==> src/rtl/hnt_pkg.sv <==
// Package for the heightmap normal, tangent and bitangent generator.
// Holds grid size constants, field widths and shared types; no dependencies.
package hnt_pkg;

    localparam int MAX_SIDE = 1024;
    localparam int POS_W    = $clog2(MAX_SIDE);
    localparam int SIDE_W   = POS_W + 1;

    localparam int H_W      = 16;
    localparam int COMP_W   = H_W + 2;
    localparam int OUT_W    = 16;
    localparam int SQ_W     = 2 * COMP_W;
    localparam int SUM_W    = SQ_W + 2;
    localparam int ROOT_W   = 64;
    localparam int LEN_W    = ROOT_W / 2;
    localparam int NUM_W    = 48;
    localparam int QUO_W    = 16;

    localparam logic [SIDE_W-1:0] SIDE_RESET = SIDE_W'(256);
    localparam logic [SIDE_W-1:0] SIDE_MIN   = SIDE_W'(2);
    localparam logic [SIDE_W-1:0] SIDE_MAX   = SIDE_W'(MAX_SIDE);

    localparam logic signed [OUT_W-1:0] ONE_Q14 = 16'sd16384;

    typedef logic signed [COMP_W-1:0] comp_t;
    typedef logic signed [OUT_W-1:0]  unit_t;

    typedef struct packed {
        comp_t a;
        comp_t b;
        comp_t c;
    } vec_t;

    typedef struct packed {
        unit_t a;
        unit_t b;
        unit_t c;
    } uvec_t;

endpackage

==> src/rtl/hnt_unit_vec.sv <==
// Iterative vector normalizer: squares, bitwise square root, restoring division.
// Depends on hnt_pkg.
module hnt_unit_vec
    import hnt_pkg::*;
(
    input  logic  aclk,
    input  logic  aresetn,
    input  logic  start,
    input  vec_t  vec_in,
    output logic  done,
    output uvec_t vec_out
);

    typedef enum logic [2:0] {
        U_IDLE, U_SQ, U_PREP, U_ROOT, U_DINIT, U_DIV, U_STORE, U_DONE
    } ustate_t;

    ustate_t                 state_reg;
    logic [COMP_W-1:0]       mag_reg [3];
    logic [2:0]              neg_reg;
    logic [SUM_W-1:0]        sum_reg;
    logic [1:0]              idx_reg;
    logic [ROOT_W-1:0]       v_reg;
    logic [ROOT_W-1:0]       r_reg;
    logic [ROOT_W-1:0]       bit_reg;
    logic [4:0]              it_reg;
    logic [NUM_W-1:0]        rem_reg;
    logic [3:0]              qb_reg;
    logic [QUO_W-1:0]        q_reg;
    unit_t                   res_reg [3];
    logic                    done_reg;

    logic [COMP_W-1:0] mag_sel;
    logic [SQ_W-1:0]   sq;
    logic [ROOT_W-1:0] trial_root;
    logic [LEN_W-1:0]  len;
    logic [NUM_W:0]    trial_div;
    logic [QUO_W-1:0]  q_cap;

    assign mag_sel    = (idx_reg == 2'd0) ? mag_reg[0] :
                        (idx_reg == 2'd1) ? mag_reg[1] : mag_reg[2];
    assign sq         = mag_sel * mag_sel;
    assign trial_root = r_reg + bit_reg;
    assign len        = r_reg[LEN_W-1:0];
    assign trial_div  = {(NUM_W - LEN_W)'(0), len, 1'b0} << qb_reg;
    assign q_cap      = (q_reg > QUO_W'(ONE_Q14)) ? QUO_W'(ONE_Q14) : q_reg;

    always_ff @(posedge aclk) begin
        if (!aresetn) begin
            state_reg <= U_IDLE;
            done_reg  <= 1'b0;
        end else begin
            unique case (state_reg)
                U_IDLE: begin
                    done_reg <= 1'b0;
                    if (start) begin
                        mag_reg[0] <= vec_in.a[COMP_W-1] ? COMP_W'(-vec_in.a) : vec_in.a;
                        mag_reg[1] <= vec_in.b[COMP_W-1] ? COMP_W'(-vec_in.b) : vec_in.b;
                        mag_reg[2] <= vec_in.c[COMP_W-1] ? COMP_W'(-vec_in.c) : vec_in.c;
                        neg_reg    <= {vec_in.c[COMP_W-1], vec_in.b[COMP_W-1],
                                       vec_in.a[COMP_W-1]};
                        sum_reg    <= '0;
                        idx_reg    <= 2'd0;
                        state_reg  <= U_SQ;
                    end
                end
                U_SQ: begin
                    sum_reg <= sum_reg + SUM_W'(sq);
                    if (idx_reg == 2'd2) begin
                        state_reg <= U_PREP;
                    end else begin
                        idx_reg <= idx_reg + 2'd1;
                    end
                end
                U_PREP: begin
                    v_reg     <= {sum_reg[35:0], 28'd0};
                    r_reg     <= '0;
                    bit_reg   <= ROOT_W'(1) << (ROOT_W - 2);
                    it_reg    <= 5'd31;
                    state_reg <= U_ROOT;
                end
                U_ROOT: begin
                    if (v_reg >= trial_root) begin
                        v_reg <= v_reg - trial_root;
                        r_reg <= (r_reg >> 1) + bit_reg;
                    end else begin
                        r_reg <= r_reg >> 1;
                    end
                    bit_reg <= bit_reg >> 2;
                    if (it_reg == 5'd0) begin
                        idx_reg   <= 2'd0;
                        state_reg <= U_DINIT;
                    end else begin
                        it_reg <= it_reg - 5'd1;
                    end
                end
                U_DINIT: begin
                    rem_reg   <= {1'b0, mag_sel, 29'd0} + {(NUM_W - LEN_W)'(0), len};
                    q_reg     <= '0;
                    qb_reg    <= 4'd15;
                    state_reg <= U_DIV;
                end
                U_DIV: begin
                    if ({1'b0, rem_reg} >= trial_div) begin
                        rem_reg        <= rem_reg - trial_div[NUM_W-1:0];
                        q_reg[qb_reg]  <= 1'b1;
                    end
                    if (qb_reg == 4'd0) begin
                        state_reg <= U_STORE;
                    end else begin
                        qb_reg <= qb_reg - 4'd1;
                    end
                end
                U_STORE: begin
                    res_reg[idx_reg] <= neg_reg[idx_reg] ? -$signed(q_cap) : $signed(q_cap);
                    if (idx_reg == 2'd2) begin
                        done_reg  <= 1'b1;
                        state_reg <= U_DONE;
                    end else begin
                        idx_reg   <= idx_reg + 2'd1;
                        state_reg <= U_DINIT;
                    end
                end
                U_DONE: begin
                    done_reg  <= 1'b0;
                    state_reg <= U_IDLE;
                end
                default: begin
                    state_reg <= U_IDLE;
                end
            endcase
        end
    end

    assign done      = done_reg;
    assign vec_out.a = res_reg[0];
    assign vec_out.b = res_reg[1];
    assign vec_out.c = res_reg[2];

endmodule

==> config.mk <==
export PLATFORM = sky130hd
export DESIGN_NAME = hnt_unit_vec
export DESIGN_NICKNAME = d
export VERILOG_FILES = /design/src/rtl/hnt_pkg.sv /design/src/rtl/hnt_unit_vec.sv
export SDC_FILE = /design/constraint.sdc
export NUM_CORES = 2
export LEC_CHECK = 0
export BUFFER_PORTS_ARGS = -buffer_cell sky130_fd_sc_hd__clkbuf_2
export CAP_MARGIN = 20
export CELL_PAD_IN_SITES_DETAIL_PLACEMENT = 2
export CELL_PAD_IN_SITES_GLOBAL_PLACEMENT = 2
export CORE_ASPECT_RATIO = 0.7
export CORE_MARGIN = 4
export CORE_UTILIZATION = 30
export DETAILED_ROUTE_END_ITERATION = 8
export PLACE_DENSITY_LB_ADDON = 0.25
export RECOVER_POWER = 25
export SLEW_MARGIN = 20
export SYNTH_ARGS = -nofsm -noshare
export SYNTH_HDL_FRONTEND = slang
export SYNTH_SLANG_ARGS = --single-unit
==> constraint.sdc <==
create_clock -name aclk -period 20.7 [get_ports aclk]
set_clock_uncertainty 0.2 [all_clocks]
set_input_delay 3.105 -clock aclk [delete_from_list [all_inputs] [get_ports aclk]]
set_output_delay 3.105 -clock aclk [all_outputs]
set_load 0.02 [all_outputs]
* Word-level counts from Yosys, hierarchy flattened
Memory sizes are Yosys's and may differ from the RTL's.
Cells that the tools add are included.
** Operators by class
- Add/subtract/negate cells :: 13
- Multiply operators :: 1
- Div/mod/pow operators :: 0
- Order comparisons :: 6
- Equality and inequality tests :: 19
- Shifts and indexed selects :: 1
- Muxes and demuxes :: 45
- Bitwise operators :: 1
- Reduce and logical (&&, ||, !) cells :: 22
** Operator list (number)
- 64-bit one-hot mux with 2 select lines :: 3
- 64-bit two-way mux :: 2
- 48-bit one-hot mux with 2 select lines :: 1
- 18-bit two-way mux :: 5
- 38-bit one-hot mux with 2 select lines :: 1
- 63-bit by 64-bit adder with 64-bit output :: 1
- 64-bit adder :: 1
- 64-bit greater-or-equal comparator :: 1
- 64-bit subtractor :: 1
- 18-bit negation :: 3
- 48-bit by 49-bit greater-or-equal comparator with 1-bit output :: 1
- 33-bit by 4-bit << shifter with 49-bit output :: 1
- 47-bit by 32-bit adder with 48-bit output :: 1
- 16-bit two-way mux :: 3
- 48-bit two-way mux :: 1
- 48-bit subtractor :: 1
- 38-bit by 36-bit adder with 38-bit output :: 1
- 38-bit two-way mux :: 1
- 18-bit by 18-bit multiplier with 36-bit output :: 1
- 16-bit one-hot mux with 2 select lines :: 1
- 3-bit one-hot mux with 8 select lines :: 1
- 2-bit != test, second input constant :: 10
- 3-bit AND reduction :: 6
- 16-bit by 15-bit > comparator with 1-bit output, second input constant :: 1
- other kinds (35) :: 59
** Word-level totals
- Register bits after elaboration :: 312
- Latch bits :: 0
- Memory bits (writable) :: 102
- Memory bits (read-only) :: 0
- Bits of input ports :: 57
- Output and inout bits :: 49
- Word-level logic and storage cells :: 122
- Memories kept :: 2
** Memory list
- mag_reg :: words 3, bits a word 18, read ports 3, clocked after memory_dff 0, wr ports 3, RTL line hnt_unit_vec.sv:19 : logic [COMP_W-1:0] mag_reg [3];
- res_reg :: words 3, bits a word 16, read ports 3, clocked after memory_dff 0, wr ports 1, RTL line hnt_unit_vec.sv:30 : unit_t res_reg [3];

* Depth between registers and ports, before layout
- Depth in word-level cells :: 7
- Gate-level depth with buffers :: 35
- Gate-level depth less buffers :: 30

* Worst setup path after synthesis
Ideal clock, no wire load.
- Path type :: register to register
- From :: reg r_reg[2]
- To :: reg v_reg[0], enable pin
- Library setup time :: 507 ps
- Arrival :: 7988 ps
- Data required time :: 19993 ps
- Path slack :: 12005 ps
- Cell stages (with the launch flop) :: 22
- Path buffers :: 3
- Clock period less this slack :: 8695 ps
- Cell sequence :: edfxtp_1 ha_1 a31oi_1 a211oi_1 a21oi_1 o31ai_2 a21o_1 a31oi_1 o21bai_1 xnor2_1 ha_1 and3_1 buf_4 nand3_2 or4_1 a311oi_2 a311oi_2 a311oi_2 nor2_2 buf_2 clkbuf_1 a21oi_1
** On the way
- Longest elaborated chain between the ends :: 4
** RTL lines
- start, declared :: RTL line hnt_unit_vec.sv:24 : logic [ROOT_W-1:0] r_reg;
- start signal, assigned :: RTL line hnt_unit_vec.sv:85 : r_reg <= (r_reg >> 1) + bit_reg;
- start signal, assigned :: RTL line hnt_unit_vec.sv:87 : r_reg <= r_reg >> 1;
- 64-bit adder :: RTL line hnt_unit_vec.sv:43 : assign trial_root = r_reg + bit_reg;
- 64-bit greater-or-equal comparator :: RTL line hnt_unit_vec.sv:83 : if (v_reg >= trial_root) begin
- 2-bit != test (no line)
- 3-bit AND reduction (no line)
- end signal, assigned :: RTL line hnt_unit_vec.sv:76 : v_reg <= {sum_reg[35:0], 28'd0};
- end signal, assigned :: RTL line hnt_unit_vec.sv:84 : v_reg <= v_reg - trial_root;
- end, declared :: RTL line hnt_unit_vec.sv:23 : logic [ROOT_W-1:0] v_reg;
Every way passes these cells.
A chain may end at the register's enable or synchronous reset.

* Worst setup path in the final report
- From :: reg idx_reg[1]
- To :: reg sum_reg[35], data pin
** On the way
- Longest elaborated chain between the ends :: 6
- Elaborated cells between the ends (all ways) :: 7
- Classes of those cells :: add/sub (1); mul (1); eq/ne (1); mux (3); reduce/logical (1)
** RTL lines
- start, declared :: RTL line hnt_unit_vec.sv:22 : logic [1:0] idx_reg;
- start signal, assigned :: RTL line hnt_unit_vec.sv:72 : idx_reg <= idx_reg + 2'd1;
- start signal, assigned :: RTL line hnt_unit_vec.sv:120 : idx_reg <= idx_reg + 2'd1;
- 2-bit by 1-bit == test with 1-bit output :: RTL line hnt_unit_vec.sv:41 : (idx_reg == 2'd1) ? mag_reg[1] : mag_reg[2];
- 18-bit two-way mux :: RTL line hnt_unit_vec.sv:41
- 18-bit two-way mux (*) :: RTL line hnt_unit_vec.sv:40 : assign mag_sel = (idx_reg == 2'd0) ? mag_reg[0] :
- 18-bit by 18-bit multiplier with 36-bit output (*) :: RTL line hnt_unit_vec.sv:42 : assign sq = mag_sel * mag_sel;
- 38-bit by 36-bit adder with 38-bit output (*) :: RTL line hnt_unit_vec.sv:68 : sum_reg <= sum_reg + SUM_W'(sq);
- 38-bit one-hot mux with 2 select lines (*) :: RTL line hnt_unit_vec.sv:53 : unique case (state_reg)
- end signal, assigned :: RTL line hnt_unit_vec.sv:68
- end, declared :: RTL line hnt_unit_vec.sv:21 : logic [SUM_W-1:0] sum_reg;
Every way passes the cells marked *; elsewhere a longest branch is shown, timed or not.

==> summary.md <==
| Metric | Value |
|---|---|
| CTS resizes | 0 |
| Most common cell after layout, fill and taps aside | inv_1 |
| Final setup fails | 0 |
| Clock sink count | 380 |
| Grt met1 use | about 30% |
| EDFF count, synth | 376 |
| RSZ-0062 raised after global routing | no |
| WP data required | roughly 21000 ps |
| Clock-pin slew on the worst setup and hold paths | ~60 ps |
| Layout area overhead | 9.50% |
| Proportion of synthesized chip area in sequential cells | between 20 and 30% |
| Hold buffers post-CTS | 0 |
| Num CTS Buffers | 46 |
| Routed WL per cell | 22.0 um |
| Top Usage Layer GRT | met2 |
| Final wirelength | between 100 and 150 mm |
| Worst Tran Pin Value | roughly 3700 ps |
| CTS Root Cell | clkbuf_16 |
| Slowest CP cell | clkbuf_1 |
| Synth Flop Type | edfxtp_1 |
| Vias | between 30k and 40k |
| Met3 usage | 2.27% |
| ANT cells | 0 |
| Count of cell types in the netlist | 84 |
| Period utilization | approximately 50% |
| Max cap viols | 7 |
| Share of cells above drive strength 1 | under 10% |
| ANT nets after route | 0 |
| NumNets Final | around 4.9k |
| First-pass GRT wire length | about 210 mm |
| Synthesized area | between 0.03 and 0.04 sq mm |
| Grt total ovfl | 0 |
| Total GRT Usage | between 10% and 20% |
| CORE AREA | roughly 0.13 sq mm |
| Setup crit end kind | register |
| Synth area leader | edfxtp_1 |
| Vias/cell | ~5.3 |
| Async SR Flop Fraction | 0% |
| Status | finished with violations |
| I/O pin count | ~110 |
| Largest stage delay, worst path | approximately 1200 ps |
| Vert. Die Dim | around 310 um |
| Later-pin clock latency in the skew report | approximately 640 ps |
| Die area | between 0.1 and 0.15 sq mm |
| Site Rows | 110 |
| CP Launch Type | register |
| DR pass1 iterations | 7 |
| Routability cong. | around 0.86 |
| Setup TNS | 0 ps |
| Mapped Avg Cell Area | about 9 sq um |
| Rel. slew slack | -148% |
| FMAX | 96.8 MHz |
| Max-slew violation count | 409 |
| Syn_nets | 4957 |
| I/O Buffers | 105 |
| Hold WC Path Type | register to register |
| DP HPWL | about 110 mm |
| Failing checks | capacitance limit, slew limit |
| Detailed Route Iter0 Violations | roughly 1.9k |
| Met2 Usage GRT | between 30 and 40% |
| H-tree levels | 2 |
| Final Hold Viols | 0 |
| Syn Inst Count | 4344 |
| CTS tree | yes |
| Number of global-route vias before repair | 34.4k |
| WP data arrival | roughly 10000 ps |
| Clock tree buffer depth | 3 |
| #FFs+latches synth | 380 |
| Crit path max fanout | 19 |
| Chip Width | 439 um |
| Most frequent cells in the layout | inv_1, nand2_1, nor2_1 |
| Crit path time final | between 10000 and 15000 ps |
| # DRC | 0 |
| Effective utilization at floorplan | between 30% and 40% |
| Yosys warning count | 0 |
| Top-area cell type share of the netlist area | ~29% |
| Largest net degree at the start of global routing | 87 |
| Initial antenna violation count | 2 |
| Setup bufs post-CTS | 0 |
| Crit Path Class | register to register |
| Main area contributors after synthesis | edfxtp_1, fa_1, ha_1 |
[layout make-up]
class                   instances  area, sq um
inverters                     497         1870
flip-flops and latches        380        11400
repair buffers                139          749
clock inverters                32          380
clock buffers                  53         1180
fillers                     14598        86100
multi-input cells            3261        25000
well taps                    1736         2170
[per-stage QoR]
stage               hold WS [ps]  util [%]  instances  setup slack [ps]  instance area (sq um)
floorplan                    321         -       4344             12000                  39000
global placement             296      31.9       6012             11740                  41100
detailed placement           317      31.9       6013             11500                  41200
CTS                          331      33.2       6098             11400                  42700
global route                 348      33.1       6098              9200                  42700
finish                       330      33.1       6098             10370                  42700
[worst max-delay path, delay by kind of cell (launching register included)]
family,cells,cell delay [ps]
XOR/XNOR,1,160
AND/OR/NAND/NOR,4,780
adder cells (fa/ha/maj),8,3250
buffers and inverters,8,2260
flip-flops,1,440
AO/OA/AOI/OAI,7,2620
multiplexers,1,310
[synthesized netlist by cell type, types with 60 or more instances]
cell,number
fa_1,251
edfxtp_1,376
mux2i_1,60
ha_1,305
a21oi_1,253
nand4_1,63
xnor2_1,204
clkbuf_1,168
o21ai_0,262
nor2_1,379
nand3_1,68
nand2_1,468
xor2_1,115
inv_1,488
a21o_1,81
nor3_1,73
a31oi_1,81
[cells by family (layout without fill, tap and decap cells)]
| family | after synthesis | after routing | synth area share [%] |
|---|---|---|---|
| flip-flops | 380 | 380 | 29.2 |
| adder cells (fa/ha/maj) | 556 | 556 | 22.7 |
| multiplexers | 88 | 88 | 2.90 |
| AO/OA/AOI/OAI | 962 | 962 | 15.3 |
| buffers and inverters | 703 | 721 | 6.92 |
| AND/OR/NAND/NOR | 1336 | 1336 | 15.9 |
| XOR/XNOR | 319 | 319 | 7.17 |
[per-layer routing]
metal | part of all wire [%] | up-vias
li1 | - | 15034
met3 | 3.9 | 92
met4 | 1.2 | 0
met2 | 44 | 444
met5 | 0 | -
met1 | 51 | 16619
[path summary, 6_finish.rpt]
path	startpoint	endpoint	slack [ps]	depth (start not counted)
setup / recovery	idx_reg[1]$_SDFFCE_PN0P_	sum_reg[35]$_SDFFCE_PN0P_	10370	29
hold / removal	done$_SDFFE_PN0P_	done$_SDFFE_PN0P_	330	2
setup reg to reg	idx_reg[1]$_SDFFCE_PN0P_	sum_reg[35]$_SDFFCE_PN0P_	10370	29
hold reg to reg	done$_SDFFE_PN0P_	done$_SDFFE_PN0P_	330	2
Power is left out: the tool's default activity adds up to more than one toggle a clock period on the data nets, which glitch-free logic cannot reach.
